<file path="src/rtl/csp_pkg.sv">
`timescale 1ns / 1ps
`default_nettype none
// ----------------------------------------------------------------------------
// csp_pkg
// Shared types and constants for the cubic spline point evaluator.
// ----------------------------------------------------------------------------
package csp_pkg;

   localparam int DEF_MAX_POINTS = 16;
   localparam int DEF_COORD_BITS = 32;
   localparam int OUT_BITS       = 32;
   localparam int FRAC_BITS      = 16;
   localparam int PARAM_BITS     = 17;
   localparam int CMD_BITS       = 2;
   localparam int IDX_BITS       = 4;
   localparam int CNT_BITS       = 5;
   localparam int KIND_BITS      = 2;
   localparam int CSR_ADDR_BITS  = 2;
   localparam int CSR_DATA_BITS  = 5;
   // working width of coefficients and Horner accumulator
   localparam int ACC_BITS       = 40;

   typedef enum logic [CMD_BITS-1:0] {
      CMD_WR_POS  = 2'd0,
      CMD_WR_TIN  = 2'd1,
      CMD_WR_TOUT = 2'd2,
      CMD_EVAL    = 2'd3
   } cmd_type;

   typedef enum logic [KIND_BITS-1:0] {
      KIND_LINEAR = 2'd0,
      KIND_CATROM = 2'd1,
      KIND_BEZIER = 2'd2,
      KIND_CATALT = 2'd3
   } kind_type;

   typedef enum logic [CSR_ADDR_BITS-1:0] {
      CSR_POINTS = 2'd0,
      CSR_LOOP   = 2'd1,
      CSR_KIND   = 2'd2,
      CSR_SPARE  = 2'd3
   } csr_type;

   // result shaping carried down the pipe
   typedef struct packed {
      logic       zero;   // no points
      logic       single; // one point
      logic       halve;  // Catmull-Rom final halving
   } mode_type;

endpackage

`default_nettype wire

</file>
<file path="src/rtl/csp_horner_step.sv">
`timescale 1ns / 1ps
`default_nettype none
// ----------------------------------------------------------------------------
// csp_horner_step
// One registered Horner step: acc_out = R(acc * f) + c, R = round half up.
// ----------------------------------------------------------------------------
module csp_horner_step import csp_pkg::*; (
   input  wire logic                        clock,
   input  wire logic                        enable,
   input  wire logic signed [ACC_BITS-1:0]  acc,
   input  wire logic        [FRAC_BITS:0]   frac,
   input  wire logic signed [ACC_BITS-1:0]  coef,
   output logic signed [ACC_BITS-1:0]       acc_out
);

   localparam int PROD_BITS = ACC_BITS + FRAC_BITS + 2;

   logic signed [PROD_BITS-1:0] prod;
   logic signed [PROD_BITS-1:0] rnd;
   logic signed [ACC_BITS-1:0]  acc_ff;
   logic signed [ACC_BITS-1:0]  acc_in;

   always_comb begin
      prod   = PROD_BITS'(acc) * $signed({1'b0, frac});
      rnd    = (prod + PROD_BITS'(32'sd32768)) >>> FRAC_BITS;
      acc_in = ACC_BITS'(rnd) + coef;
   end

   always_ff @(posedge clock) begin
      if (enable) begin
         acc_ff <= acc_in;
      end
   end

   assign acc_out = acc_ff;

endmodule

`default_nettype wire

</file>
<file path="config.mk">
export PLATFORM = sky130hd
export DESIGN_NAME = csp_horner_step
export DESIGN_NICKNAME = d
export VERILOG_FILES = /design/src/rtl/csp_pkg.sv /design/src/rtl/csp_horner_step.sv
export SDC_FILE = /design/constraint.sdc
export NUM_CORES = 2
export LEC_CHECK = 0
export ABC_AREA = 0
export BUFFER_PORTS_ARGS = -buffer_cell sky130_fd_sc_hd__buf_2
export CORE_ASPECT_RATIO = 1.75
export CORE_MARGIN = 2
export CORE_UTILIZATION = 40
export DETAILED_ROUTE_END_ITERATION = 7
export MAX_ROUTING_LAYER = met4
export SYNTH_ARGS = -nofsm -noshare
export SYNTH_HDL_FRONTEND = slang
export SYNTH_SLANG_ARGS = --single-unit
</file>
<file path="constraint.sdc">
create_clock -name clock -period 11.4 [get_ports clock]
set_input_delay 1.71 -clock clock [delete_from_list [all_inputs] [get_ports clock]]
set_output_delay 1.71 -clock clock [all_outputs]
set_load 0.01 [all_outputs]
</file>
# Word level (Yosys, flattened, before mapping)
# Cells that the tools add are included.
# totals
reg_bits	40
in_bits	99
output_inout_bits	40
elab_cells	4
# op_classes
add_sub_neg	2
n_mul	1
# ops
operator	count
adder 56 x 17 -> 56 bit, second input constant	1
multiplier 40 x 18 -> 56 bit	1
adder 40 bit	1

# Depth between registers and ports, before layout
# logic_depth
word_depth	3
depth_mapped	34
mapped_depth_nobuf	33

# Worst setup path before layout
# No wires, ideal clock.
# synth_timing
kind	input port to flip-flop
from	input port frac[3]
to	register acc_ff[38], in the netlist acc_out[38] (data pin)
arrival_time_ns	9.535
slack_ns	1.593
stages	32
path_cell_list	clkbuf_1 clkbuf_1 nand2_1 fa_1 fa_1 fa_1 inv_1 fa_1 fa_1 inv_1 fa_1 inv_1 ha_1 a211oi_2 o211ai_1 a211oi_2 a21oi_1 o32ai_2 o21ai_1 a21oi_1 o21bai_1 xor2_1 ha_1 a21o_1 a21o_1 a21o_1 a22o_1 a41oi_2 o21ai_2 a21oi_2 nor4b_1 or4_1
# synth_between
elab_chain_cells	3
# synth_lines
element	line_no	text
from (decl)	csp_horner_step.sv:11	input wire logic [FRAC_BITS:0] frac,
multiplier 40 x 18 -> 56 bit	csp_horner_step.sv:24	prod = PROD_BITS'(acc) * $signed({1'b0, frac});
adder 56 x 17 -> 56 bit	csp_horner_step.sv:25	rnd = (prod + PROD_BITS'(32'sd32768)) >>> FRAC_BITS;
adder 40 bit	csp_horner_step.sv:26	acc_in = ACC_BITS'(rnd) + coef;
via acc_in[38]	csp_horner_step.sv:21	logic signed [ACC_BITS-1:0] acc_in;
to (signal assigned)	csp_horner_step.sv:31	acc_ff <= acc_in;
to (decl)	csp_horner_step.sv:20	logic signed [ACC_BITS-1:0] acc_ff;
# The timed path passes the listed nets, and every way through them passes these cells.
# A chain may end at the register's enable or synchronous reset.

# Final worst setup path
# layout_timing
from	input port frac[10]
to	register acc_ff[39], in the netlist acc_out[39] (data pin)
# The elaborated chain is that of the path after synthesis.

==> summary.md <==
| Metric | Value |
|---|---|
| Clk root buf | `sky130_fd_sc_hd__clkbuf_16` |
| Synth unique cells | `64` |
| Max-Slew Margin vs Limit | `0.448` |
| Critical Path Source Type | `primary input` |
| Clock sink count | `40` |
| Pre-CTS setup slack | `0.290 ns` |
| CP max stage cell | `sky130_fd_sc_hd__fa_1` |
| Port Buf Inserts | `138` |
| Class of the worst hold path | `primary input to flip-flop` |
| Top post-synthesis cells by count | `sky130_fd_sc_hd__inv_1, sky130_fd_sc_hd__fa_1, sky130_fd_sc_hd__and2_1, sky130_fd_sc_hd__nand2_1, sky130_fd_sc_hd__ha_1` |
| Layout filler cell count | `6479` |
| Die outline area | `66500 um2` |
| Die extent in y | `340 um` |
| Max-cap violations | `0` |
| Async set-or-reset flop fraction in the synthesized netlist | `0` |
| Min Clock Period, post-route | `10.81 ns` |
| Sequential area share after synthesis | `0.0466` |
| Layout cells sized above 1 | `0.0697` |
| Post-route setup slack | `0.592 ns` |
| Post-route setup TNS | `0 ns` |
| Remaining global-route overflow | `0` |
| Clock tree from TritonCTS | `built` |
| Routability congestion estimate | `0.871` |
| Antenna violations before repair | `5` |
| Synthesized net count | `3747` |
| Result of the run | `finished clean` |
| RSZ-0062 raised after global routing | `false` |
| Total setup violations reported at the end of the flow | `0` |
| Kind of capture point of the worst setup path | `flip-flop` |
| H-Tree Depth | `2` |
| Total Routed Length | `72.3 mm` |
| Antenna Nets Post-Route | `0` |
| Cells after Synth | `2812` |
| Cells taking the most area after synthesis | `sky130_fd_sc_hd__fa_1, sky130_fd_sc_hd__inv_1, sky130_fd_sc_hd__ha_1` |
| Post-detail-place hpwl | `61.5 mm` |
| Inserted Clock Buffers | `5` |
| Main synth FF type | `sky130_fd_sc_hd__edfxtp_1` |
| Area occupied by registers | `1200 um2` |
| Syn Area/Cell | `9.16 um2` |
| Routed length per instance | `19.5 um` |
| Final hold violation count | `0` |
| I/O pin count | `139` |
| DP Cell Count | `3688` |
| Data arrival time of the critical path | `10.87 ns` |
| Final routed DRC violation total | `0` |
| Final std cells w/o fill | `3705` |
| Via count of the first global-routing pass | `21200` |
| Number of enable-type register cells in the synthesized netlist | `40` |
| Synth area leader | `sky130_fd_sc_hd__fa_1` |
| P&R area growth vs syn | `6.85%` |
| Count of hold-fix buffers inserted at cts | `0` |
| Summed instance area of the synthesized netlist | `25800 um2` |
| Wire length of the first global-routing pass | `116 mm` |
| Yosys warning count | `0` |
| Type of the setup path with the least slack | `primary input to flip-flop` |
| Actual transition at the worst max-transition pin | `0.828 ns` |
| Number of placement rows | `123` |
| Cell seen most often among critical-path stages | `sky130_fd_sc_hd__fa_1` |
| Placeable core region | `64000 um2` |
| Clock buffer depth | `2` |
| Final nets | `3818` |
| Fraction of synthesized cell area taken by the top area cell type | `0.489` |
| Crit share post-route | `0.948` |
| Mean number of vias per cell | `5.08` |
| Flop and latch count out of synthesis | `40` |
| Pin count of the biggest net entering global routing | `41` |
| Width of the chip | `196 um` |
| Number of flip-flops under the largest register name | `40` |
| Max frequency | `92.5 MHz` |
| Multi-input logic area | `21500 um2` |
| Cell with the most instances after synthesis | `sky130_fd_sc_hd__inv_1` |
| CP Max Fanout | `24` |
| Required time of the worst setup path | `11.46 ns` |
| Pre-antenna DRT Iters | `4` |
| Slowest Stage Delay on Critical Path | `0.57 ns` |
| Clock transition at the registers of the reported paths | `0.09 ns` |
| Starting Density | `0.402` |
| Initial DRC count | `709` |
| Total GRT Usage | `0.236` |
| Number of max-slew violations in the final report | `0` |
| Vias after detailed routing | `18800` |
-- area by class of cell --
type                       instances  share of cell area
antenna                            9            0.000818
clock buffer                       5             0.00454
clock inverter                     3             0.00155
inverter                         709              0.0967
multi-input combinational       1954               0.781
sequential                        40              0.0436
tap                              812              0.0369
timing repair buffer             173              0.0352
-- cell families (layout without fill, tap and decap cells) --
kind of cell / count (synthesis) / after routing / synth area share
adder cells (fa/ha/maj): 836 / 836 / 0.589
AND/OR/NAND/NOR: 819 / 819 / 0.160
buffers and inverters: 818 / 890 / 0.119
AO/OA/AOI/OAI: 214 / 214 / 0.0560
XOR/XNOR: 84 / 84 / 0.0286
flip-flops: 40 / 40 / 0.0466
multiplexers: 1 / 1 / 0.000437
other: 0 / 9 / 0
-- path summary, 6_finish.rpt --
| kind | startpoint | to | slack [ns] | cells past startpoint |
|---|---|---|---|---|
| setup / recovery | frac[10] | acc_out[39] | 0.59 | 33 |
| hold / removal | coef[0] | acc_out[0] | 1.66 | 2 |
-- placed cells by master, fill, tap and decap left out, types with 34 or more instances in the layout --
cell type                  instances
sky130_fd_sc_hd__and2_1          358
sky130_fd_sc_hd__a21oi_1          63
sky130_fd_sc_hd__buf_2           137
sky130_fd_sc_hd__xnor2_1          58
sky130_fd_sc_hd__edfxtp_1         40
sky130_fd_sc_hd__inv_1           709
sky130_fd_sc_hd__o21ai_0          38
sky130_fd_sc_hd__nor2_1           46
sky130_fd_sc_hd__fa_1            629
sky130_fd_sc_hd__nand2_1         353
sky130_fd_sc_hd__buf_4            34
sky130_fd_sc_hd__ha_1            207
-- per-layer routing --
| metal | GRT usage | share of wire | vias up |
|---|---|---|---|
| met5 | - | 0 | - |
| met4 | 0.111 | 0.055 | 0 |
| met3 | 0.0208 | 0.027 | 159 |
| met2 | 0.450 | 0.57 | 411 |
| met1 | 0.240 | 0.35 | 9828 |
| li1 | - | - | 8407 |
-- stage by stage --
step / util / area, um2 / hold WS (ns)
2_1_floorplan: - / 25800 / 1.82
3_3_place_gp: 0.427 / 27300 / 2.01
3_5_place_dp: 0.427 / 27300 / 2.02
4_1_cts: 0.430 / 27500 / 1.65
5_1_grt: 0.430 / 27500 / 1.66
6_report: 0.430 / 27500 / 1.66
-- worst max-delay path: cells and delay by family --
family	cells	cell delay [ns]
AO/OA/AOI/OAI	12	3.38
XOR/XNOR	2	0.24
adder cells (fa/ha/maj)	8	3.69
buffers and inverters	6	1.09
AND/OR/NAND/NOR	5	0.72
-- repair_timing --
action	CTS	global route
endpoints found under the setup margin	0	2
gates resized for setup	0	1
setup buffers	0	0
Power is left out: the tool's default activity adds up to more than one toggle a clock period on the data nets, which glitch-free logic cannot reach.
