===== src/rtl/csp_pkg.sv =====
`timescale 1ns / 1ps
`default_nettype none
// ----------------------------------------------------------------------------
// csp_pkg
// Shared types and constants for the cubic spline point evaluator.
// ----------------------------------------------------------------------------
package csp_pkg;

   localparam int DEF_MAX_POINTS = 16;
   localparam int DEF_COORD_BITS = 32;
   localparam int OUT_BITS       = 32;
   localparam int FRAC_BITS      = 16;
   localparam int PARAM_BITS     = 17;
   localparam int CMD_BITS       = 2;
   localparam int IDX_BITS       = 4;
   localparam int CNT_BITS       = 5;
   localparam int KIND_BITS      = 2;
   localparam int CSR_ADDR_BITS  = 2;
   localparam int CSR_DATA_BITS  = 5;
   // working width of coefficients and Horner accumulator
   localparam int ACC_BITS       = 40;

   typedef enum logic [CMD_BITS-1:0] {
      CMD_WR_POS  = 2'd0,
      CMD_WR_TIN  = 2'd1,
      CMD_WR_TOUT = 2'd2,
      CMD_EVAL    = 2'd3
   } cmd_type;

   typedef enum logic [KIND_BITS-1:0] {
      KIND_LINEAR = 2'd0,
      KIND_CATROM = 2'd1,
      KIND_BEZIER = 2'd2,
      KIND_CATALT = 2'd3
   } kind_type;

   typedef enum logic [CSR_ADDR_BITS-1:0] {
      CSR_POINTS = 2'd0,
      CSR_LOOP   = 2'd1,
      CSR_KIND   = 2'd2,
      CSR_SPARE  = 2'd3
   } csr_type;

   // result shaping carried down the pipe
   typedef struct packed {
      logic       zero;   // no points
      logic       single; // one point
      logic       halve;  // Catmull-Rom final halving
   } mode_type;

endpackage

`default_nettype wire


===== src/rtl/csp_front.sv =====
`timescale 1ns / 1ps
`default_nettype none
// ----------------------------------------------------------------------------
// csp_front
// Segment split and neighbour index selection for an evaluate transfer.
// ----------------------------------------------------------------------------
module csp_front import csp_pkg::*; #(
   parameter int MAX_POINTS = DEF_MAX_POINTS,
   parameter int IW         = $clog2(MAX_POINTS)
) (
   input  wire logic                  clock,
   input  wire logic                  enable,
   input  wire logic [CNT_BITS-1:0]   points_in_use,
   input  wire logic                  loop_mode,
   input  wire logic [PARAM_BITS-1:0] curve_param,
   output logic [IW-1:0]              idx_m1,
   output logic [IW-1:0]              idx_0,
   output logic [IW-1:0]              idx_p1,
   output logic [IW-1:0]              idx_p2,
   output logic [FRAC_BITS:0]         frac,
   output logic                       n_zero,
   output logic                       n_one
);

   localparam int NW = $clog2(MAX_POINTS + 1) + 1;
   localparam int SW = PARAM_BITS + NW;

   logic [NW-1:0]         n_eff;
   logic [NW-1:0]         segs;
   logic [PARAM_BITS-1:0] t_sat;
   logic [SW-1:0]         s;
   logic [NW-1:0]         seg;
   logic [FRAC_BITS:0]    f_in;
   logic [NW-1:0]         n_ff, seg_ff;
   logic                  loop_ff;
   logic [FRAC_BITS:0]    f_ff;

   function automatic logic [IW-1:0] nb(input logic signed [NW+1:0] i,
                                        input logic [NW-1:0] n,
                                        input logic lp);
      logic signed [NW+1:0] r;
      logic signed [NW+1:0] ns;
      ns = $signed({2'b00, n});
      r  = i;
      if (lp) begin
         if (r < 0) r = r + ns;
         if (r >= ns) r = r - ns;
         if (r >= ns) r = r - ns;
      end else begin
         if (r < 0) r = '0;
         if (r > ns - 1) r = ns - 1;
      end
      return IW'(r);
   endfunction

   always_comb begin
      if (32'(points_in_use) > MAX_POINTS) begin
         n_eff = NW'(MAX_POINTS);
      end else begin
         n_eff = NW'(points_in_use);
      end
      t_sat = (curve_param > PARAM_BITS'(1 << FRAC_BITS)) ?
              PARAM_BITS'(1 << FRAC_BITS) : curve_param;
      segs  = loop_mode ? n_eff : n_eff - NW'(1);
      s     = SW'(t_sat) * SW'(segs);
      seg   = NW'(s >> FRAC_BITS);
      f_in  = {1'b0, s[FRAC_BITS-1:0]};
      if (seg >= segs) begin
         seg  = segs - NW'(1);
         f_in = (FRAC_BITS+1)'(1 << FRAC_BITS);
      end
   end

   always_ff @(posedge clock) begin
      if (enable) begin
         n_ff    <= n_eff;
         seg_ff  <= seg;
         loop_ff <= loop_mode;
         f_ff    <= f_in;
         idx_m1  <= nb($signed({2'b00, seg_ff}) - (NW+2)'(1), n_ff, loop_ff);
         idx_0   <= nb($signed({2'b00, seg_ff}), n_ff, loop_ff);
         idx_p1  <= nb($signed({2'b00, seg_ff}) + (NW+2)'(1), n_ff, loop_ff);
         idx_p2  <= nb($signed({2'b00, seg_ff}) + (NW+2)'(2), n_ff, loop_ff);
         frac    <= f_ff;
         n_zero  <= (n_ff == '0);
         n_one   <= (n_ff == NW'(1));
      end
   end

endmodule

`default_nettype wire


===== config.mk =====
export PLATFORM = sky130hd
export DESIGN_NAME = csp_front
export DESIGN_NICKNAME = d
export VERILOG_FILES = /design/src/rtl/csp_pkg.sv /design/src/rtl/csp_front.sv
export SDC_FILE = /design/constraint.sdc
export NUM_CORES = 1
export LEC_CHECK = 0
export BUFFER_PORTS_ARGS = -buffer_cell sky130_fd_sc_hd__buf_2
export CAP_MARGIN = 20
export CORE_UTILIZATION = 50
export CTS_BUF_LIST = sky130_fd_sc_hd__clkbuf_4 sky130_fd_sc_hd__clkbuf_8 sky130_fd_sc_hd__clkbuf_16
export DETAILED_ROUTE_END_ITERATION = 10
export PLACE_DENSITY_LB_ADDON = 0.12
export SLEW_MARGIN = 25
export SYNTH_ARGS = -nofsm -noshare
export SYNTH_HDL_FRONTEND = slang
export SYNTH_SLANG_ARGS = --single-unit

===== constraint.sdc =====
create_clock -name clock -period 8.7 [get_ports clock]
set_input_delay 0 -clock clock [delete_from_list [all_inputs] [get_ports clock]]
set_output_delay 0 -clock clock [all_outputs]
set_load 0.01 [all_outputs]

; ---- Word-level counts from Yosys, hierarchy flattened
; Index checks and enable logic that the tools add are counted.
[totals]
regBits = 64
input_bits = 25
wordCells = 97
[classes]
n_addsub = 17
mul = 1
n_lt_le_gt_ge = 18
eq_ne = 1
muxes = 47
n_reduce_logical = 1
[op_table]
columns = op, n
row1 = $mux W8, 28
row2 = $ge A8 B6 Y1, 7
row3 = $mux W4, 12
row4 = $mux W17, 2
row5 = $gt A8 B6 Y1, 3
row6 = $sub A8 B6 Y8, 3
row7 = $mul A17 B6 Y22, 1
row8 = $lt A7 B1 Y1 const B, 3
row9 = $gt A17 B17 Y1 const B, 1
row10 = $add A7 B5 Y8, 2
row11 = $sub A4 B4 Y4, 4
row12 = $mux W7, 2
row13 = $mux W6, 2
row14 = $sub A5 B1 Y6 const B, 2
row15 = $add A7 B6 Y8, 1
row16 = $add A6 B1 Y7 const B, 1
row17 = $add A6 B2 Y7 const B, 1
row18 = $gt A7 B6 Y1, 1
row19 = $sub A6 B1 Y7 const B, 1
row20 = $sub A6 B5 Y7, 1
row21 = $ge A6 B5 Y1, 1
row22 = $ge A6 B6 Y1, 1
row23 = $logic_not A6 Y1, 1
row24 = $sub A6 B1 Y6 const B, 1
row25 = other kinds (3), 3

; ---- Depth between registers and ports, before layout
[depth]
word_depth = 12
depth_mapped = 33
mapped_depth_nobuf = 31

; ---- Least setup slack after synthesis
; No wires, ideal clock.
[synth_timing]
path_type = in2reg
from = in points_in_use[1]
to = reg seg_ff[5], data pin
t_arrival_ns = 6.406
path_slack_ns = 2.039
path_stages = 31
path_cell_list = nor2b_1 -> inv_1 -> ha_1 -> nor2b_1 -> mux2_2 -> nor2_1 -> clkbuf_1 -> and2_1 -> fa_1 -> fa_1 -> inv_1 -> fa_1 -> inv_1 -> ha_1 -> a211o_1 -> nor3_1 -> o21ai_0 -> and2_1 -> a2111oi_0 -> nor3_1 -> xnor2_1 -> ha_1 -> nand2b_1 -> a21o_1 -> a21o_1 -> a21oi_1 -> nor2b_1 -> o22ai_1 -> inv_1 -> clkbuf_1 -> o21a_1
[synth_via]
elab_chain_cells = 7
[synth_rtl]
columns = element, line
row1 = "start, declared", csp_front.sv:13  ; input wire logic [CNT_BITS-1:0] points_in_use,
row2 = $gt A5 B5 Y1, csp_front.sv:57  ; if (32'(points_in_use) > MAX_POINTS) begin
row3 = $mux W5 (*), csp_front.sv:57
row4 = $sub A5 B1 Y6, csp_front.sv:64  ; segs = loop_mode ? n_eff : n_eff - NW'(1);
row5 = $mux W6 (*), csp_front.sv:64
row6 = $mul A17 B6 Y22, csp_front.sv:65  ; s = SW'(t_sat) * SW'(segs);
row7 = $ge A6 B6 Y1, csp_front.sv:68  ; if (seg >= segs) begin
row8 = $mux W6 (*), csp_front.sv:68
row9 = net seg[5], csp_front.sv:32  ; logic [NW-1:0] seg;
row10 = "end signal, assigned", csp_front.sv:77  ; seg_ff <= seg;
row11 = "end, declared", csp_front.sv:34  ; logic [NW-1:0] n_ff, seg_ff;
; Mark *: on every way through the listed nets, which the timed path passes. The rest lies on a longest branch.
; A chain may end at the register's enable or synchronous reset.

; ---- Worst setup path in the final report
[layout_timing]
from = in points_in_use[4]
to = reg seg_ff[2], data pin
; Same word-level chain as after synthesis.

==> out/summary.txt <==
max incr delay on CP -> 580 ps
Clock Root Buffer -> clkbuf_16
Mapped Cells -> 976
Buf/Inv on CP -> 4
max-slew violation count -> 0
total power -> 3110 uW
GR Layer Usage met3 -> 3.83%
PortBufs -> 59
met1 GRT Util -> 37.7%
H-tree depth reported by CTS -> 3
# DRC -> 2
Fin Setup TNS -> 0 ps
Worst Tran Pin Value -> 915 ps
worst hold path type -> in -> reg
number of different library cells in the post-synthesis netlist -> 79
Post-synth ARST share -> 0%
commonest non-fill, non-tap cell in the layout -> ha_1
clock latency on the worst-skew pair -> 350 ps
FMAX -> 126 MHz
number of I/O pins -> 60
Final Hold Fails -> 0
Finish-stage setup viols -> 0
Setup crit end kind -> flop
cts bufs inserted -> 9
HPWL after DPL -> 17100 um
Mapped Nets -> 1183
required time of the worst setup path -> 8790 ps
Core Box Area -> 18000 sq um
Clock Skew -> 10.1 ps
YS warnings -> 0
Pwr Density -> 308 nW/um^2
CTS Buffer Depth -> 2
layout cells sized above 1 -> 12.2%
Vias -> 7194
sequential element share of the synthesized area -> 21.0%
crit-path max FO -> 22
RSZ-0062 raised after global routing -> no
Total Wirelength -> 22300 um
busiest grt layer -> met2
Primary FF master, synth -> edfxtp_1
Final period util -> 91.3%
GR Util met2 -> 39.5%
routed len/inst -> 17.6 um
Antenna Nets Post-Route -> 0
Avg Synthesized Cell Area -> 9.38 sq um
GRT overflow -> 0
CP Class -> in -> reg
DR iter-0 viols -> 500
Final nets -> 1243
largest net degree at the start of global routing -> 65
leakage power -> 0.00454 uW
diode count -> 0
global-route wire length before repair -> 36600 um
slowest library cell on the worst path -> nor2_2
Die Area -> 18900 sq um
Via density -> 5.66
Most common cell on crit path -> fa_1
number of synthesized flops with an enable pin -> 64
Worst-path clk slew -> 60 ps
CP arrival -> 8030 ps
failing checks -> DRC
vias in the first global route -> 6980
row cnt -> 49
critical path startpoint category -> input port
Post-Synthesis Cell Area -> 9160 sq um
Sink Count -> 64
drt pass-1 iters -> 8
Area growth syn-to-layout -> 10.0%
initial antenna violation count -> 0
Initial Util -> 51.0%
# resized after CTS -> 0
synthesized flop and latch total -> 64
Rel. slew slack -> 38.5%
CTS tree -> done
DIE WIDTH -> 137 um
status -> finished with violations
max-cap viol count -> 0
total global-route track usage -> 25.5%
Largest delay share family, worst path -> simple AND/OR/NAND/NOR gates
Max VDD drop -> 0.213 mV
most frequent cells in the layout -> 113 x ha_1, 108 x inv_1, 76 x and2_1
DIE HEIGHT -> 137 um
Final Wtd Congestion -> 0.852
min Tclk post-route -> 7940 ps
-- kinds of logic after synthesis --
| logic type | count (synthesis) | share of synthesized area [%] |
|---|---|---|
| fa+ha+maj | 182 | 30.5 |
| compound gates | 178 | 13.4 |
| flops | 64 | 21.0 |
| simple gates | 324 | 18.8 |
| xor+xnor | 54 | 5.45 |
| mux | 44 | 5.18 |
| buf+inv | 130 | 5.71 |
-- per-stage QoR --
stage               setup WS, ps  cells  hold WS [ps]  instance area (sq um)  util (%)
global placement             917   1251           245                   9690      53.9
global route                19.0   1270           105                  10100      56.1
floorplan                   2040    976          98.9                   9160         -
detailed placement           665   1251           252                   9690      53.9
CTS                          445   1270          53.4                  10100      56.1
finish                       757   1270          64.5                  10100      56.1
-- synthesized netlist by cell type (12+ instances only) --
cell type / n / share of area, %
mux2_2: 15 / 1.8
xnor2_1: 32 / 3.1
nand3_1: 19 / 1.0
nor3_1: 19 / 1.0
fa_1: 69 / 15
a21o_1: 18 / 1.5
nor2b_1: 18 / 1.2
inv_1: 108 / 4.4
nand2_1: 62 / 2.5
xor2_1: 20 / 1.9
o21ai_0: 29 / 1.6
a21oi_1: 50 / 2.7
o21a_1: 15 / 1.2
mux2i_1: 26 / 2.8
edfxtp_1: 64 / 21
clkbuf_1: 12 / 0.49
ha_1: 113 / 15
and2_1: 76 / 5.2
nor2_1: 72 / 3.0
-- state kept, by name, summed over array words and instances (netlist names) --
name     flops
f_ff        17
frac        17
idx_0        4
idx_m1       4
idx_p1       4
idx_p2       4
loop_ff      1
n_ff         5
n_one        1
n_zero       1
seg_ff       6
-- worst paths after layout --
path	start	endpoint	slack [ps]	depth (start not counted)
worst min-delay path	points_in_use[0]	n_ff[0]	60	3
worst min register to register	f_ff[7]	frac[7]	420	0
worst max register to register	seg_ff[0]	idx_m1[1]	2160	23
worst max-delay path	points_in_use[4]	seg_ff[2]	760	27
-- where the power goes --
part / switching (uW) / total, uW / internal (uW) / leakage, uW
logic: 1170 / 2130 / 955 / 0.00374
registers: 66.3 / 538 / 472 / 0.000624
clock network: 156 / 440 / 284 / 0.000172
total: 1400 / 3110 / 1710 / 0.00454
-- per-layer routing --
metal / share of wire, % / up-vias
li1: - / 3510
met3: 5.2 / 21
met4: 1.2 / 0
met1: 49 / 3482
met5: 0 / -
met2: 45 / 181
-- worst min-delay path, stage by stage --
cell and delay, ps:
buf_2 110, nand2_1 80, inv_1 100
-- layout make-up --
type,instances,area [sq um]
Multi-Input combinational cell,782,6720
Fill cell,1643,7890
Sequential cell,64,1920
Clock buffer,9,225
Clock inverter,7,128
Timing Repair Buffer,71,393
Tap cell,229,287
Inverter,108,405
-- repair_timing --
action,4_1_cts,5_1_grt
hold buffers,3,0
endpoints found under the setup margin,0,0
endpoints found under the hold margin,3,0
buffers inserted,0,0
(Power assumes the default switching activity.)
